File: src/xdr_pkg.sv
// Shared constants, widths and the generator step function for the dice roller.
package xdr_pkg;

  // Request bounds and field widths
  localparam int unsigned MaxDice = 100;
  localparam int unsigned DiceW   = 7;
  localparam int unsigned SideW   = 20;
  localparam int unsigned MultW   = 16;
  localparam int unsigned ModW    = 21;
  localparam int unsigned TotalW  = 44;

  // Internal widths
  localparam int unsigned CountW  = $clog2(MaxDice + 1);
  localparam int unsigned SumW    = $clog2(longint'(MaxDice) * (longint'(1) << SideW) + 1);
  localparam int unsigned WideW   = 65;

  // Remainder unit: bits retired per cycle, iteration count per 64-bit dividend and counter width
  localparam int unsigned ModBits  = 4;
  localparam int unsigned ModIters = 64 / ModBits;
  localparam int unsigned ModCntW  = $clog2(ModIters);

  // Generator constants
  localparam logic [63:0] GoldenSeed  = 64'h9E37_79B9_7F4A_7C15;
  localparam logic [63:0] ScrambleMul = 64'h2545_F491_4F6C_DD1D;

  // Signed limits of the total field
  localparam longint TotalMaxL = (longint'(1) <<< (TotalW - 1)) - 1;
  localparam longint TotalMinL = -TotalMaxL - 1;

  // One xorshift64* state update (shifts 12, 25, 27)
  function automatic logic [63:0] xorshift_step(input logic [63:0] s);
    logic [63:0] t;
    t = s ^ (s >> 12);
    t = t ^ (t << 25);
    t = t ^ (t >> 27);
    return t;
  endfunction

endpackage

File: src/xorshift_dice_roller_unit.sv
// Top level of the dice roller: sequencer, generator state and output register.
//
// A request transaction on the input channel (in_valid_i / in_stall_o) carries
// dice_count_i, sides_i, multiplier_i and modifier_i. One result transaction on
// the output channel (out_valid_o / out_stall_i) carries total_o, the dice sum
// times the multiplier plus the signed modifier. Counts above MaxDice roll
// MaxDice dice; zero sides or a zero count give the modifier alone.
// Requests are taken one at a time: in_stall_o is high from acceptance until
// the result is loaded into the output register. Each die takes one generator
// step, three partial products on the shared 32x32 multiplier, and a pass
// through the remainder unit, which retires 4 dividend bits a cycle.
// A finished result waits in the output register while out_stall_i is high; a
// new request can be accepted meanwhile, and its result is held back until the
// register frees. cfg_we_i loads the generator state from cfg_wdata_i (a zero
// seed loads the golden-ratio constant); write only while the block is idle.
// Reset loads the golden-ratio seed and empties the output register.
module xorshift_dice_roller_unit (
  input  logic                              clk_i,
  input  logic                              rst_ni,
  input  logic                              cfg_we_i,
  input  logic [63:0]                       cfg_wdata_i,
  input  logic                              in_valid_i,
  output logic                              in_stall_o,
  input  logic [xdr_pkg::DiceW-1:0]         dice_count_i,
  input  logic [xdr_pkg::SideW-1:0]         sides_i,
  input  logic [xdr_pkg::MultW-1:0]         multiplier_i,
  input  logic signed [xdr_pkg::ModW-1:0]   modifier_i,
  output logic                              out_valid_o,
  input  logic                              out_stall_i,
  output logic signed [xdr_pkg::TotalW-1:0] total_o
);
  import xdr_pkg::*;

  typedef enum logic [2:0] {
    StIdle,
    StRoll,
    StMul1,
    StMul2,
    StMul3,
    StMod,
    StScale,
    StFinish
  } state_e;

  state_e                   state_q, state_d;
  logic [63:0]              gen_q, gen_d;
  logic [63:0]              x_q, x_d;
  logic [63:0]              acc_q, acc_d;
  logic [CountW-1:0]        cnt_q, cnt_d;
  logic [SideW-1:0]         sides_q, sides_d;
  logic [MultW-1:0]         mult_q, mult_d;
  logic signed [ModW-1:0]   mod_q, mod_d;
  logic [SumW-1:0]          sum_q, sum_d;
  logic                     out_valid_q, out_valid_d;
  logic signed [TotalW-1:0] total_q, total_d;

  logic [31:0]              mul_a, mul_b;
  logic [63:0]              mul_p;
  logic                     mod_start;
  logic [63:0]              mod_dividend;
  logic                     mod_done;
  logic [SideW-1:0]         mod_rem;
  logic [63:0]              step_s;
  logic signed [WideW-1:0]  wide_total;
  logic                     out_free;
  logic [CountW-1:0]        cnt_in;

  xdr_mul u_mul (
    .clk_i (clk_i),
    .a_i   (mul_a),
    .b_i   (mul_b),
    .p_o   (mul_p)
  );

  xdr_mod u_mod (
    .clk_i      (clk_i),
    .rst_ni     (rst_ni),
    .start_i    (mod_start),
    .dividend_i (mod_dividend),
    .divisor_i  (sides_q),
    .done_o     (mod_done),
    .rem_o      (mod_rem)
  );

  assign step_s       = xorshift_step(gen_q);
  assign mod_start    = (state_q == StMul3);
  assign mod_dividend = {acc_q[63:32] + mul_p[31:0], acc_q[31:0]};
  assign wide_total   = $signed({1'b0, mul_p}) + WideW'(mod_q);
  assign out_free     = !out_valid_q || !out_stall_i;
  assign cnt_in       = (32'(dice_count_i) > MaxDice) ? CountW'(MaxDice)
                                                      : CountW'(dice_count_i);

  // Feed the shared multiplier per sequencer step
  always_comb begin
    mul_a = '0;
    mul_b = '0;
    case (state_q)
      StRoll: begin
        mul_a = step_s[31:0];
        mul_b = ScrambleMul[31:0];
      end
      StMul1: begin
        mul_a = x_q[31:0];
        mul_b = ScrambleMul[63:32];
      end
      StMul2: begin
        mul_a = x_q[63:32];
        mul_b = ScrambleMul[31:0];
      end
      StScale, StFinish: begin
        mul_a = 32'(sum_q);
        mul_b = 32'(mult_q);
      end
      default: begin
        mul_a = '0;
        mul_b = '0;
      end
    endcase
  end

  // Sequencer next-state and datapath updates
  always_comb begin
    state_d     = state_q;
    gen_d       = gen_q;
    x_d         = x_q;
    acc_d       = acc_q;
    cnt_d       = cnt_q;
    sides_d     = sides_q;
    mult_d      = mult_q;
    mod_d       = mod_q;
    sum_d       = sum_q;
    out_valid_d = out_valid_q;
    total_d     = total_q;

    // Drop the result once the receiver takes it
    if (out_valid_q && !out_stall_i) begin
      out_valid_d = 1'b0;
    end

    case (state_q)
      StIdle: begin
        if (in_valid_i) begin
          cnt_d   = cnt_in;
          sides_d = sides_i;
          mult_d  = multiplier_i;
          mod_d   = modifier_i;
          sum_d   = '0;
          if (cnt_in == '0 || sides_i == '0) begin
            state_d = StScale;
          end else begin
            state_d = StRoll;
          end
        end
      end
      StRoll: begin
        gen_d   = step_s;
        x_d     = step_s;
        state_d = StMul1;
      end
      StMul1: begin
        acc_d   = mul_p;
        state_d = StMul2;
      end
      StMul2: begin
        acc_d[63:32] = acc_q[63:32] + mul_p[31:0];
        state_d      = StMul3;
      end
      StMul3: begin
        state_d = StMod;
      end
      StMod: begin
        if (mod_done) begin
          sum_d = sum_q + SumW'(mod_rem) + SumW'(1);
          cnt_d = cnt_q - 1'b1;
          if (cnt_q == CountW'(1)) begin
            state_d = StScale;
          end else begin
            state_d = StRoll;
          end
        end
      end
      StScale: begin
        state_d = StFinish;
      end
      StFinish: begin
        if (out_free) begin
          if (wide_total > $signed(WideW'(TotalMaxL))) begin
            total_d = TotalW'(TotalMaxL);
          end else if (wide_total < $signed(WideW'(TotalMinL))) begin
            total_d = TotalW'(TotalMinL);
          end else begin
            total_d = wide_total[TotalW-1:0];
          end
          out_valid_d = 1'b1;
          state_d     = StIdle;
        end
      end
      default: begin
        state_d = StIdle;
      end
    endcase

    // Load the seed; zero maps to the golden-ratio constant
    if (cfg_we_i) begin
      gen_d = (cfg_wdata_i == '0) ? GoldenSeed : cfg_wdata_i;
    end
  end

  // Hold state and registered outputs
  always_ff @(posedge clk_i or negedge rst_ni) begin
    if (!rst_ni) begin
      state_q     <= StIdle;
      gen_q       <= GoldenSeed;
      out_valid_q <= 1'b0;
      x_q         <= '0;
      acc_q       <= '0;
      cnt_q       <= '0;
      sides_q     <= '0;
      mult_q      <= '0;
      mod_q       <= '0;
      sum_q       <= '0;
      total_q     <= '0;
    end else begin
      state_q     <= state_d;
      gen_q       <= gen_d;
      out_valid_q <= out_valid_d;
      x_q         <= x_d;
      acc_q       <= acc_d;
      cnt_q       <= cnt_d;
      sides_q     <= sides_d;
      mult_q      <= mult_d;
      mod_q       <= mod_d;
      sum_q       <= sum_d;
      total_q     <= total_d;
    end
  end

  assign in_stall_o  = (state_q != StIdle);
  assign out_valid_o = out_valid_q;
  assign total_o     = total_q;

endmodule

File: src/xdr_mul.sv
// Shared 32x32 multiplier with a registered 64-bit product.
module xdr_mul (
  input  logic        clk_i,
  input  logic [31:0] a_i,
  input  logic [31:0] b_i,
  output logic [63:0] p_o
);
  import xdr_pkg::*;

  logic [63:0] p_q;

  // Register the product every cycle
  always_ff @(posedge clk_i) begin
    p_q <= 64'(a_i) * 64'(b_i);
  end

  assign p_o = p_q;

endmodule

File: src/xdr_mod.sv
// Iterative remainder unit: 64-bit dividend modulo a 20-bit divisor, ModBits bits per cycle.
module xdr_mod (
  input  logic                        clk_i,
  input  logic                        rst_ni,
  input  logic                        start_i,
  input  logic [63:0]                 dividend_i,
  input  logic [xdr_pkg::SideW-1:0]   divisor_i,
  output logic                        done_o,
  output logic [xdr_pkg::SideW-1:0]   rem_o
);
  import xdr_pkg::*;

  logic               busy_q;
  logic               done_q;
  logic [ModCntW-1:0] cnt_q;
  logic [63:0]        dvd_q;
  logic [SideW-1:0]   div_q;
  logic [SideW-1:0]   rem_q;
  logic [SideW-1:0]   rem_d;
  logic [63:0]        dvd_d;

  // Retire ModBits dividend bits by shift and conditional subtract
  always_comb begin
    logic [SideW:0]   t;
    logic [SideW-1:0] r;
    logic [63:0]      d;
    r = rem_q;
    d = dvd_q;
    for (int k = 0; k < ModBits; k++) begin
      t = {r, d[63]};
      d = d << 1;
      if (t >= {1'b0, div_q}) begin
        t = t - {1'b0, div_q};
      end
      r = t[SideW-1:0];
    end
    rem_d = r;
    dvd_d = d;
  end

  // Control: count ModIters iterations after start, then pulse done
  always_ff @(posedge clk_i or negedge rst_ni) begin
    if (!rst_ni) begin
      busy_q <= 1'b0;
      done_q <= 1'b0;
      cnt_q  <= '0;
    end else begin
      done_q <= 1'b0;
      if (start_i) begin
        busy_q <= 1'b1;
        cnt_q  <= '0;
      end else if (busy_q) begin
        cnt_q <= cnt_q + 1'b1;
        if (cnt_q == ModCntW'(ModIters - 1)) begin
          busy_q <= 1'b0;
          done_q <= 1'b1;
        end
      end
    end
  end

  // Datapath: load operands on start, advance while busy
  always_ff @(posedge clk_i) begin
    if (start_i) begin
      dvd_q <= dividend_i;
      div_q <= divisor_i;
      rem_q <= '0;
    end else if (busy_q) begin
      dvd_q <= dvd_d;
      rem_q <= rem_d;
    end
  end

  assign done_o = done_q;
  assign rem_o  = rem_q;

endmodule
File: config.mk
export PLATFORM = sky130hd
export DESIGN_NAME = xorshift_dice_roller_unit
export DESIGN_NICKNAME = d
export VERILOG_FILES = /design/src/xdr_pkg.sv /design/src/xorshift_dice_roller_unit.sv /design/src/xdr_mul.sv /design/src/xdr_mod.sv
export SDC_FILE = /design/constraint.sdc
export NUM_CORES = 2
export LEC_CHECK = 0
export BUFFER_PORTS_ARGS = -buffer_cell sky130_fd_sc_hd__buf_2
export CORE_MARGIN = 1.5
export CORE_UTILIZATION = 45
export DETAILED_ROUTE_END_ITERATION = 6
export GPL_TIMING_DRIVEN = 0
export PLACE_DENSITY = 0.71
export SETUP_SLACK_MARGIN = 0.1
export SLEW_MARGIN = 10
export SYNTH_ARGS = -nofsm -noshare
export SYNTH_HDL_FRONTEND = slang
export SYNTH_HIERARCHICAL = 1
export SYNTH_SLANG_ARGS = --single-unit
export TNS_END_PERCENT = 1
File: constraint.sdc
create_clock -name clk_i -period 9.2 [get_ports clk_i]
set_clock_uncertainty 0.1 [all_clocks]
set_input_delay 0.92 -clock clk_i [delete_from_list [all_inputs] [get_ports clk_i]]
set_output_delay 0.92 -clock clk_i [all_outputs]
set_load 0.005 [all_outputs]
==> impl_metrics.toml <==
[critical_path]
ff2ff_setup_slack_ps = -950
critPathMaxFanout = 10
critPathCaptureType = "register"
cp-start-kind = "register"
crit_slowest_cell = "edfxtp_1"
timing.rr.start = "u_mod/div_q[1]"
critPathArrivalTime_ps = 10530
r2r_cells = 45
critPathKind = "register to register"
reg2reg_to = "u_mod/rem_o[6]"
crit_required_ps = 9590
cpPeakStageDelay_ps = 500

[yosys]
synth_edf_count = 84
synth_warnings = 6
ys_seq_area_share_pct = 19.0
ys.flop_type = "dfrtp_1"
ys_types = 121
synth_area_sq_um = 66900
syn_avg_cell_area_sq_um = 8.92
synth-seq-cells = 505
syn_inst = 7500
async_reset_ff_share_pct = 66.7

[sta]
finalCritPeriodShare_pct = 110
finalHoldViolations = 0
setup_viol_count_final = 46
fin_ws_ps = -949
rsz0062_at_grt = "yes"
max_clock_freq_ghz = 0.0985
worst_slew_pin_slew_ps = 1240
slew_viol_final = 0
layout_min_cycle_time_ps = 10150
maxSlewHeadroom_pct = 17.6
hold_ws_ps = 345

[route]
first_iter_violations = 5974
routedWlPerCell_um = 25.5
ant_nets = 0
totalWireLength_um = 251000
drc = 1
vias = 57923
vias_per_cell = 5.90
dr.pass1.iters = 7

[grt]
antenna_found_initial = 24
grt_pass1_vias = 57803
grt-ovfl-total = 0
gr-usage-all-layers_pct = 32.9
grt_pass1_wl_um = 370000
grt_max_degree = 105

[layout]
fin_area_sq_um = 75000
fillers = 13718
stdcell_count = 9824
final_cell_mix = "inv_1 (1045), nand2_1 (1038), fa_1 (902)"
final_common_cell = "inv_1"
drive_gt1_share_pct = 12.2
layout.nets = 9331
area_delta_synth_final_pct = 12.1

[placed_design]
gp_congestion = 1.05
post-place-cells = 9650
placedInstanceArea_sq_um = 70700
dp_hpwl_um = 203000
dp_slack_ps = -3260
io_buffers = 178

[min_path]
hold_end = "u_mod/div_q[11]"
hp-class = "register to register"
hold_start = "sides_q[11]"
hold_depth = 0

[cts]
cts_buffer_depth = 3
cts_tree = "done"
htreeDepth = 2
insertion_delay_ps = 660
cts_buffers = 52
cts_root_buffer = "clkbuf_16"
clk_transition_reported_paths_ps = 70
numClockSinks = 505

[outcome]
status = "complete, but fails checks"
violations = "design-rule violations, negative setup slack"

[run]
maxCapViolCount = 0

[floorplan]
start_util_pct = 45.3
core_area_sq_um = 148000
ios = 179
die-height_um = 389
fp-row-count = 141
die_w_um = 389
dieArea_sq_um = 151000
repair_timing:
action                     4_1_cts  5_1_grt
gates cloned                     2        0
setup endpoints to repair       73       58
hold buffers                     1        0
resized for setup              480       67
buffers inserted                48       13
pin swaps                       60       34
hold endpoints to repair         5        0
stage by stage:
| stage | setup TNS (ps) | util, % |
|---|---|---|
| after floorplan | 0 | - |
| after global placement | -238360 | 47.7 |
| after detailed placement | -154210 | 47.9 |
| after CTS | -20390 | 50.5 |
| after global routing | -38820 | 50.7 |
| final | -28140 | 50.8 |
worst max-delay path, delay by kind of cell (launching register included):
kind | cells | cell delay (ps)
adders and majority gates | 4 | 1040
muxes | 4 | 940
buffers and inverters | 8 | 1200
AOI/OAI and AO/OA | 16 | 3280
and+or+nand+nor | 13 | 2870
DFF | 1 | 500
cell families (layout without fill, tap and decap cells):
group	after synthesis	count (layout)	synth area share (%)
simple gates	2454	2454	17.5
mux	216	216	3.46
other cells	1	41	0.00561
fa+ha+maj	1364	1364	35.7
compound gates	1151	1151	11.2
flops	505	505	19.0
xor+xnor	379	379	4.96
buf+inv	1430	1784	8.22
layer usage:
metal	track usage (%)	wire length, um	up-vias
met5	0	48	-
met4	19.3	18100	6
met3	7.10	27500	763
met2	50.2	109000	3278
met1	43.1	95900	29047
li1	-	-	24829
layout make-up:
cell class	count	area (sq um)	share of cell area [%]
diodes	16	40.0	0.0534
plain buffers	364	2080	2.77
clock buffers	67	1430	1.91
clock inverters	31	390	0.521
inverters	1063	4020	5.36
multi-input cells	5589	50200	67.0
flip-flops and latches	505	12700	16.9
well taps	1930	2410	3.22
repair buffers	259	1720	2.30
cells in the mapped netlist, types with 9 or more instances:
master | number | share of area [%]
nand4_1 | 65 | 0.61
o22ai_1 | 23 | 0.22
o21ai_0 | 284 | 2.1
buf_2 | 25 | 0.19
o21bai_1 | 37 | 0.42
nand3_1 | 75 | 0.56
o31ai_1 | 22 | 0.25
inv_1 | 1061 | 6.0
and3_1 | 30 | 0.28
buf_1 | 12 | 0.067
a31oi_1 | 30 | 0.28
or3_1 | 18 | 0.17
a21boi_0 | 22 | 0.25
o22a_1 | 22 | 0.29
or2_2 | 12 | 0.11
nor2b_1 | 29 | 0.27
mux2i_1 | 92 | 1.4
dfrtp_1 | 299 | 11
nor2_1 | 391 | 2.2
edfxtp_1 | 84 | 3.8
ha_1 | 461 | 8.6
mux2_2 | 116 | 2.0
nor3b_1 | 9 | 0.10
a21oi_1 | 340 | 2.5
xnor2_1 | 243 | 3.2
o21a_1 | 48 | 0.54
fa_1 | 903 | 27
a311oi_1 | 22 | 0.29
nor4_1 | 39 | 0.36
nor3_1 | 64 | 0.48
nand2_1 | 1040 | 5.8
dfstp_2 | 38 | 1.5
a21o_1 | 78 | 0.88
clkbuf_1 | 315 | 1.8
and2_1 | 612 | 5.7
a211oi_1 | 35 | 0.39
o211ai_1 | 36 | 0.40
nand2b_1 | 32 | 0.30
dfxtp_1 | 84 | 2.5
xor2_1 | 136 | 1.8
worst max-delay path by stage:
stage | start | endpoint
after floorplan | u_mod/div_q[14] | u_mod/rem_o[10]
after global placement | state_q[0] | u_mul/p_o[62]
after detailed placement | state_q[0] | u_mul/p_o[62]
after CTS | u_mod/div_q[13] | u_mod/rem_o[13]
after global routing | u_mod/div_q[13] | u_mod/rem_o[17]
final | u_mod/div_q[1] | u_mod/rem_o[6]
registers in the layout, indices dropped and copies added, names as in the netlist, 3 cells and up:
name,cells
u_mod/rem_o,20
cnt_q,7
u_mod/dvd_q,64
gen_q,64
mod_q,21
u_mul/p_o,64
sum_q,27
state_q,3
mult_q,16
u_mod/div_q,20
u_mod/cnt_q,4
acc_q,64
sides_q,20
x_q,64
total_o,44
Power is left out: the tool's default activity adds up to more than one toggle a clock period on the data nets, which glitch-free logic cannot reach.
